File: config.mk
export PLATFORM = sky130hd
export DESIGN_NAME = integer_to_radix_text_formatter_unit
export DESIGN_NICKNAME = d
export VERILOG_FILES = /design/src/hdl/itrf_pkg.sv /design/src/hdl/itrf_ctrl.sv /design/src/hdl/itrf_dp.sv /design/src/hdl/integer_to_radix_text_formatter_unit.sv
export SDC_FILE = /design/constraint.sdc
export NUM_CORES = 1
export LEC_CHECK = 0
export BUFFER_PORTS_ARGS = -buffer_cell sky130_fd_sc_hd__clkbuf_2
export CAP_MARGIN = 20
export CORE_MARGIN = 1
export CORE_UTILIZATION = 67
export CTS_CLUSTER_SIZE = 12
export DETAILED_ROUTE_END_ITERATION = 8
export HOLD_SLACK_MARGIN = 0.02
export PLACE_DENSITY = 0.93
export SYNTH_ARGS = -nofsm -noshare
export SYNTH_HDL_FRONTEND = slang
export SYNTH_SLANG_ARGS = --single-unit
File: constraint.sdc
create_clock -name clk_i -period 32.1 [get_ports clk_i]
set_clock_uncertainty 0.05 [all_clocks]
set_input_delay 1.605 -clock clk_i [delete_from_list [all_inputs] [get_ports clk_i]]
set_output_delay 1.605 -clock clk_i [all_outputs]
set_load 0.01 [all_outputs]
File: src/hdl/itrf_pkg.sv
`timescale 1ns / 1ps
// ----------------------------------------------------------------------------
// itrf_pkg: shared types and constants for the radix text formatter
// Payload structs, controller state, command/status bundles and the
// digit-to-ASCII mapping.
// ----------------------------------------------------------------------------
package itrf_pkg;

  localparam int unsigned MAX_CHARS     = 64;
  localparam int unsigned VALUE_BITS    = 64;
  // quotient bits resolved per divider cycle
  localparam int unsigned BITS_PER_STEP = 8;
  localparam int unsigned DIV_STEPS     = (VALUE_BITS + BITS_PER_STEP - 1) / BITS_PER_STEP;
  localparam int unsigned QUOT_W        = DIV_STEPS * BITS_PER_STEP;
  localparam int unsigned DIGIT_AW      = $clog2(VALUE_BITS);
  localparam int unsigned STEP_W        = (DIV_STEPS > 1) ? $clog2(DIV_STEPS) : 1;
  localparam int unsigned CNT_W         = 7;

  localparam logic [4:0] RADIX_MIN = 5'd2;
  localparam logic [4:0] RADIX_MAX = 5'd16;

  localparam logic [7:0] CH_ZERO  = 8'h30;  // '0'
  localparam logic [7:0] CH_SPACE = 8'h20;  // ' '
  localparam logic [7:0] CH_X     = 8'h78;  // 'x'
  localparam logic [7:0] CH_LOW_A = 8'h61;  // 'a'
  localparam logic [7:0] CH_UP_A  = 8'h41;  // 'A'

  typedef struct packed {
    logic signed [63:0] value;
    logic               is_signed;
    logic [4:0]         radix;
    logic               uppercase;
    logic [6:0]         width;
    logic [6:0]         precision;
    logic               left_justify;
    logic               zero_pad;
    logic               pointer_prefix;
  } itrf_in_t;

  typedef struct packed {
    logic [7:0] out_char;
    logic       last_char;
  } itrf_out_t;

  typedef enum logic [2:0] {
    ST_IDLE,
    ST_DIVIDE,
    ST_FORMAT,
    ST_FETCH,
    ST_EMIT
  } itrf_state_e;

  typedef struct packed {
    logic load;
    logic div_step;
    logic format;
    logic emit;
  } itrf_cmd_t;

  typedef struct packed {
    logic step_last;  // divider finishes a digit this cycle
    logic div_more;   // another digit follows
    logic char_last;  // current character ends the text
    logic out_free;   // output register can take a character
  } itrf_sts_t;

  function automatic logic [7:0] digit_char(input logic [3:0] d, input logic upper);
    logic [7:0] base;
    base = upper ? CH_UP_A : CH_LOW_A;
    if (d < 4'd10) begin
      digit_char = CH_ZERO + 8'(d);
    end else begin
      digit_char = base + 8'(d - 4'd10);
    end
  endfunction

endpackage

File: src/hdl/itrf_ctrl.sv
`timescale 1ns / 1ps
// ----------------------------------------------------------------------------
// itrf_ctrl: conversion sequencer
// Steps the datapath through digit generation, field layout and character
// emission for one transaction at a time.
// ----------------------------------------------------------------------------
module itrf_ctrl import itrf_pkg::*; (
  input  logic      clk_i,
  input  logic      rst_ni,
  input  logic      in_valid_i,
  output logic      in_ready_o,
  input  itrf_sts_t sts_i,
  output itrf_cmd_t cmd_o
);

  itrf_state_e state_q, state_d;

  always_ff @(posedge clk_i or negedge rst_ni) begin
    if (!rst_ni) begin
      state_q <= ST_IDLE;
    end else begin
      state_q <= state_d;
    end
  end

  always_comb begin
    state_d    = state_q;
    cmd_o      = '0;
    in_ready_o = 1'b0;
    case (state_q)
      ST_IDLE: begin
        in_ready_o = 1'b1;
        if (in_valid_i) begin
          cmd_o.load = 1'b1;
          state_d    = ST_DIVIDE;
        end
      end
      ST_DIVIDE: begin
        cmd_o.div_step = 1'b1;
        if (sts_i.step_last && !sts_i.div_more) begin
          state_d = ST_FORMAT;
        end
      end
      ST_FORMAT: begin
        cmd_o.format = 1'b1;
        state_d      = ST_FETCH;
      end
      // digit store read latency
      ST_FETCH: begin
        state_d = ST_EMIT;
      end
      ST_EMIT: begin
        if (sts_i.out_free) begin
          cmd_o.emit = 1'b1;
          state_d    = sts_i.char_last ? ST_IDLE : ST_FETCH;
        end
      end
      default: begin
        state_d = ST_IDLE;
      end
    endcase
  end

endmodule

File: src/hdl/itrf_dp.sv
`timescale 1ns / 1ps
// ----------------------------------------------------------------------------
// itrf_dp: formatter datapath
// Radix divider (several quotient bits per cycle), digit store, field
// layout arithmetic, character selection and the output register.
// ----------------------------------------------------------------------------
module itrf_dp import itrf_pkg::*; (
  input  logic      clk_i,
  input  logic      rst_ni,
  input  itrf_in_t  in_data_i,
  input  itrf_cmd_t cmd_i,
  input  logic      out_ready_i,
  output itrf_sts_t sts_o,
  output logic      out_valid_o,
  output itrf_out_t out_data_o
);

  // options
  logic [4:0]       radix_q;
  logic             upper_q, left_q, zpad_q, ptr_q;
  logic [6:0]       width_q, prec_q;

  // divider
  logic [QUOT_W-1:0] quot_q, quot_w;
  logic [3:0]        rem_q, rem_w;
  logic [4:0]        trial_w;
  logic              ge_w;
  logic [STEP_W-1:0] step_q;
  logic [CNT_W-1:0]  ndig_q;

  // digit store
  logic [3:0]          digit_mem [VALUE_BITS];
  logic [3:0]          rdata_q;
  logic [CNT_W-1:0]    raddr_full_w;
  logic [DIGIT_AW-1:0] raddr_w;

  // layout
  logic [7:0]       ext_w, a_w, tot_w;
  logic [CNT_W-1:0] b_zero_q, b_pad_q, b_pfx_q, total_q, len_q, k_q;

  // input magnitude
  logic [VALUE_BITS-1:0] val_w, mag_w;

  logic [7:0] char_w;
  itrf_out_t  out_q;
  logic       out_valid_q;
  logic [4:0] radix_in_w;

  assign val_w = in_data_i.value[VALUE_BITS-1:0];
  assign mag_w = (in_data_i.is_signed && val_w[VALUE_BITS-1]) ? (~val_w + 1'b1) : val_w;

  always_comb begin
    radix_in_w = in_data_i.radix;
    if (radix_in_w < RADIX_MIN) begin
      radix_in_w = RADIX_MIN;
    end else if (radix_in_w > RADIX_MAX) begin
      radix_in_w = RADIX_MAX;
    end
  end

  // restoring division, BITS_PER_STEP quotient bits per cycle; rem < radix
  always_comb begin
    quot_w  = quot_q;
    rem_w   = rem_q;
    trial_w = '0;
    ge_w    = 1'b0;
    for (int i = 0; i < BITS_PER_STEP; i++) begin
      trial_w = {rem_w, quot_w[QUOT_W-1]};
      ge_w    = (trial_w >= radix_q);
      quot_w  = {quot_w[QUOT_W-2:0], ge_w};
      rem_w   = ge_w ? 4'(trial_w - radix_q) : trial_w[3:0];
    end
  end

  // field layout: precision zeros, width pad, prefix, digits
  always_comb begin
    ext_w = 8'(ndig_q) + (ptr_q ? 8'd2 : 8'd0);
    a_w   = ({1'b0, prec_q} > ext_w) ? {1'b0, prec_q} : ext_w;
    if (left_q) begin
      tot_w = a_w;
    end else begin
      tot_w = ({1'b0, width_q} > a_w) ? {1'b0, width_q} : a_w;
    end
  end

  // digits are stored least significant first; emit from the top
  assign raddr_full_w = total_q - 7'd1 - k_q;
  assign raddr_w      = raddr_full_w[DIGIT_AW-1:0];

  always_comb begin
    if (k_q < b_zero_q) begin
      char_w = CH_ZERO;
    end else if (k_q < b_pad_q) begin
      char_w = zpad_q ? CH_ZERO : CH_SPACE;
    end else if (k_q < b_pfx_q) begin
      char_w = (k_q == b_pfx_q - 7'd1) ? CH_X : CH_ZERO;
    end else begin
      char_w = digit_char(rdata_q, upper_q);
    end
  end

  assign sts_o.step_last = (step_q == STEP_W'(DIV_STEPS - 1));
  assign sts_o.div_more  = (quot_w != '0) && ((ndig_q + 7'd1) < CNT_W'(VALUE_BITS));
  assign sts_o.char_last = (k_q == len_q - 7'd1);
  assign sts_o.out_free  = !out_valid_q || out_ready_i;

  // control state
  always_ff @(posedge clk_i or negedge rst_ni) begin
    if (!rst_ni) begin
      step_q      <= '0;
      ndig_q      <= '0;
      k_q         <= '0;
      out_valid_q <= 1'b0;
    end else begin
      if (cmd_i.load) begin
        step_q <= '0;
        ndig_q <= '0;
      end else if (cmd_i.div_step) begin
        if (sts_o.step_last) begin
          step_q <= '0;
          ndig_q <= ndig_q + 7'd1;
        end else begin
          step_q <= step_q + 1'b1;
        end
      end
      if (cmd_i.format) begin
        k_q <= '0;
      end else if (cmd_i.emit) begin
        k_q <= k_q + 7'd1;
      end
      if (cmd_i.emit) begin
        out_valid_q <= 1'b1;
      end else if (out_ready_i) begin
        out_valid_q <= 1'b0;
      end
    end
  end

  // payload
  always_ff @(posedge clk_i) begin
    if (cmd_i.load) begin
      quot_q  <= QUOT_W'(mag_w);
      rem_q   <= '0;
      radix_q <= radix_in_w;
      upper_q <= in_data_i.uppercase;
      left_q  <= in_data_i.left_justify;
      zpad_q  <= in_data_i.zero_pad;
      ptr_q   <= in_data_i.pointer_prefix && !in_data_i.is_signed;
      width_q <= in_data_i.width;
      prec_q  <= in_data_i.precision;
    end else if (cmd_i.div_step) begin
      quot_q <= quot_w;
      rem_q  <= sts_o.step_last ? 4'd0 : rem_w;
    end
    if (cmd_i.format) begin
      b_zero_q <= 7'(a_w - ext_w);
      b_pad_q  <= 7'(tot_w - ext_w);
      b_pfx_q  <= 7'(tot_w - 8'(ndig_q));
      total_q  <= 7'(tot_w);
      len_q    <= (tot_w > 8'(MAX_CHARS)) ? 7'(MAX_CHARS) : 7'(tot_w);
    end
    if (cmd_i.emit) begin
      out_q.out_char  <= char_w;
      out_q.last_char <= sts_o.char_last;
    end
  end

  // digit store
  always_ff @(posedge clk_i) begin
    if (cmd_i.div_step && sts_o.step_last) begin
      digit_mem[ndig_q[DIGIT_AW-1:0]] <= rem_w;
    end
    rdata_q <= digit_mem[raddr_w];
  end

  assign out_valid_o = out_valid_q;
  assign out_data_o  = out_q;

endmodule

File: src/hdl/integer_to_radix_text_formatter_unit.sv
`timescale 1ns / 1ps
// ----------------------------------------------------------------------------
// integer_to_radix_text_formatter_unit: printf-style integer formatter
// Converts one value into padded radix text, one ASCII character per
// output transaction.
// ----------------------------------------------------------------------------
//  channel  | signals                          | payload
//  ---------+----------------------------------+---------------------------
//  in       | in_valid_i / in_ready_o          | in_data_i  (itrf_in_t)
//  out      | out_valid_o / out_ready_i        | out_data_o (itrf_out_t)
//
//  Each conversion yields n digits and L output characters (L <= 64);
//  the divider resolves 8 quotient bits per cycle, and each character
//  takes a digit store read plus an output load.
//  One conversion is in flight at a time; in_ready_o rises once the last
//  character is loaded, even while it still waits in the output register.
//  Output stalls hold the sequencer; reset clears all control state.
// ----------------------------------------------------------------------------
module integer_to_radix_text_formatter_unit import itrf_pkg::*; (
  input  logic      clk_i,
  input  logic      rst_ni,
  input  logic      in_valid_i,
  output logic      in_ready_o,
  input  itrf_in_t  in_data_i,
  output logic      out_valid_o,
  input  logic      out_ready_i,
  output itrf_out_t out_data_o
);

  itrf_cmd_t cmd;
  itrf_sts_t sts;

  itrf_ctrl u_ctrl (
    .clk_i      (clk_i),
    .rst_ni     (rst_ni),
    .in_valid_i (in_valid_i),
    .in_ready_o (in_ready_o),
    .sts_i      (sts),
    .cmd_o      (cmd)
  );

  itrf_dp u_dp (
    .clk_i       (clk_i),
    .rst_ni      (rst_ni),
    .in_data_i   (in_data_i),
    .cmd_i       (cmd),
    .out_ready_i (out_ready_i),
    .sts_o       (sts),
    .out_valid_o (out_valid_o),
    .out_data_o  (out_data_o)
  );

endmodule

==> key figures <==
STA
  • Number of hold violations in the final report: 0
  • Worst Max-Slew Pin Slew: 1.066 ns
  • Final max-slew violation count: 0
  • TNS Setup: 0 ns
  • Unrepaired setup endpoints after global routing: no
  • Worst slew margin: 28.44%
  • Final setup violation count: 0
  • Final min period: 13.72 ns
  • Share of the clock period used by the worst path after layout: roughly 43%
  • Achievable clock frequency: 72.91 MHz

Global routing
  • Antenna violations before repair: 0
  • Maximum number of pins on one net before global-route repair: 118
  • Grt total ovfl: 0
  • GRT Overall Usage: approximately a third
  • Global-route wire length before repair: between 80000 and 90000 um
  • Vias in the first global route: 14819

Detailed routing
  • Vias per std cell: between 6 and 7
  • Count of nets left with antenna violations after detail routing: 0
  • Total via count after detailed routing: approximately 15000
  • Wirelength, routed: 52400 um
  • Residual DRC count: 0
  • First drt pass iteration count: 5
  • First-iteration detailed-routing DRC count: approximately 1500
  • DR WL/cell: 23.06 um

CTS
  • Post-CTS Resized: 0
  • Reg clk slew, reported paths: 0.06 ns
  • Clock tree root driver cell: clkbuf_16
  • Clock sink count: between 400 and 500
  • # Post-CTS Setup Buffers: 0
  • Maximum clock path buffer count: 3
  • Later-pin clock latency in the skew report: 0.55 ns
  • Number of H-tree branching levels: 2
  • Total of hold buffers inserted after clock tree synthesis: 0
  • CTS tree: done
  • Number of buffers created by CTS: 44

Floorplan
  • Die height: about 180 um
  • Die X-Extent: 183.0 um
  • Die Area: 33500 um^2
  • IO Count: slightly above 100
  • Effective utilization at floorplan: between 60 and 70%
  • Row Count: 65
  • Core Region: ~32000 um^2

Worst setup path
  • Maximum fanout along the worst path: 37
  • Endpoint class of the critical path: register
  • Cell mode on critical path: ha_1
  • WP data arrival: 14.03 ns
  • Cell with the biggest individual delay on the critical path: o21ai_1
  • CP Data Required Time: ~32 ns
  • Worst Setup Start Kind: register
  • Type of the worst setup path: reg -> reg
  • Slowest cell delay on critical path: 0.82 ns

Logic synthesis
  • Yosys cell types: 74
  • Main area contributors after synthesis: edfxtp_1 (53%), mux4_2 (8.2%), ha_1 (6.3%)
  • Netlist area before placement: 21960 um^2
  • Share of the synthesized area in the top cell type: 52.65%
  • Largest area contributor in the netlist: edfxtp_1
  • Number of nets in the synthesized netlist: 1920
  • Post-synth top flop: edfxtp_1
  • Commonest cells post-synth: edfxtp_1 (385), nor2_1 (143), nand2_1 (114)
  • Proportion of synthesized chip area in sequential cells: a little under three fifths
  • Async set or reset register ratio after synthesis: 5.072%
  • Number of enable flip-flop cells after synthesis: 385
  • Synthesized area per cell: roughly 13 um^2
  • Yosys synthesis warning count: 0
  • Syn Inst Count: roughly 1700
  • Most frequent cell after synthesis: edfxtp_1
  • Flip-flop and latch count after synthesis: 414

Layout
  • Proportion of layout cells with a drive suffix above 1: 15.79%
  • Antenna cells: 0
  • Total number of nets in the final design: 2023
  • Area growth from synthesis to final layout: 10.46%

Place
  • Detail Placement HPWL: 35120 um
  • Final weighted congestion in routability-driven placement: 0.9197
  • IO Port Bufs: 102

Flow run
  • Max-cap check violation count: 0

Worst hold path
  • Class of the tightest hold or removal check: reg -> reg

Outcome
  • Outcome: finished, final reports clean
## layer usage
metal	vias up	share of wire, %	track usage (%)
li1	6629	-	-
met2	848	51	56.30
met4	0	3.3	11.30
met3	145	7.9	4.289
met1	7218	37	39.71
met5	-	0	0
## flip-flops by register name, summed over array words and instances, names as in the netlist, 3 cells and up
name             flops
u_dp.out_data_o      9
u_dp.k_q             7
u_dp.b_pfx_q         7
u_dp.radix_q         5
u_dp.b_zero_q        7
u_dp.quot_q         64
u_dp.rdata_q         4
u_dp.rem_q           4
u_dp.step_q          3
u_dp.len_q           7
u_ctrl.state_q       3
u_dp.width_q         7
u_dp.prec_q          7
u_dp.digit_mem     256
u_dp.ndig_q          7
u_dp.b_pad_q         6
u_dp.total_q         6
## placed cells by master, fill, tap and decap left out, types with 46 or more instances in the layout
cell         n
clkbuf_2   102
xnor2_1    106
edfxtp_1   385
inv_1      108
o21ai_0     95
clkbuf_16   46
mux4_2      80
ha_1       109
a21oi_1     75
nand2_1    113
nor2_1     142
## cells by family (layout without fill, tap and decap cells)
kind of cell,Yosys count,in the layout,synth area share (%)
xor+xnor,139,139,5.544
compound gates,307,307,8.536
mux,116,116,9.898
fa+ha+maj,122,122,7.362
buf+inv,171,302,3.168
flops,414,414,55.78
simple gates,437,437,9.716
## final timing paths
| kind | startpoint | endpoint | slack, ns | cells after the start |
|---|---|---|---|---|
| worst max-delay path | u_dp.radix_q[1] | u_dp.digit_mem[16][2] | 18.38 | 50 |
| worst min-delay path | u_dp.rem_q[2] | u_dp.rem_q[2] | 0.47 | 2 |
| worst min register to register | u_dp.rem_q[2] | u_dp.rem_q[2] | 0.47 | 2 |
| max in group asynchronous | rst_ni | u_ctrl.state_q[0] | 30.59 | 1 |
| worst max register to register | u_dp.radix_q[1] | u_dp.digit_mem[16][2] | 18.38 | 50 |
| min in group asynchronous | rst_ni | u_dp.ndig_q[5] | 1.01 | 1 |
## cell type report
type                    count  area [um^2]
repair buffers            117        643.1
clock buffers              61         1217
well taps                 435        544.3
multi-input cells        1121         9081
fillers                  1915         7626
inverters                 111        416.7
clock inverters            13        105.1
flip-flops and latches    414        12250
## stage by stage
stage	instances	instance area (um^2)	util, %	setup slack (ns)	hold WS [ns]
after floorplan	1706	21960	-	19.34	0.3990
after global placement	2194	22880	71.77	17.95	0.4377
after detailed placement	2194	22880	71.77	17.32	0.4529
after CTS	2268	24200	75.92	17.31	0.4638
after global routing	2272	24250	76.08	17.22	0.4931
final	2272	24250	76.08	18.38	0.4737
## critical path: cells and delay by family, from the launching register on
kind                       cells  cell delay, ns
adders and majority gates      8            2.74
AOI/OAI and AO/OA             26            6.82
DFF                            1            0.66
buffers and inverters          8            1.57
muxes                          1            0.41
and+or+nand+nor                7            1.22
Power is not shown: default switching activity piles up to over one toggle a cycle in this logic, so the estimate is an artifact.
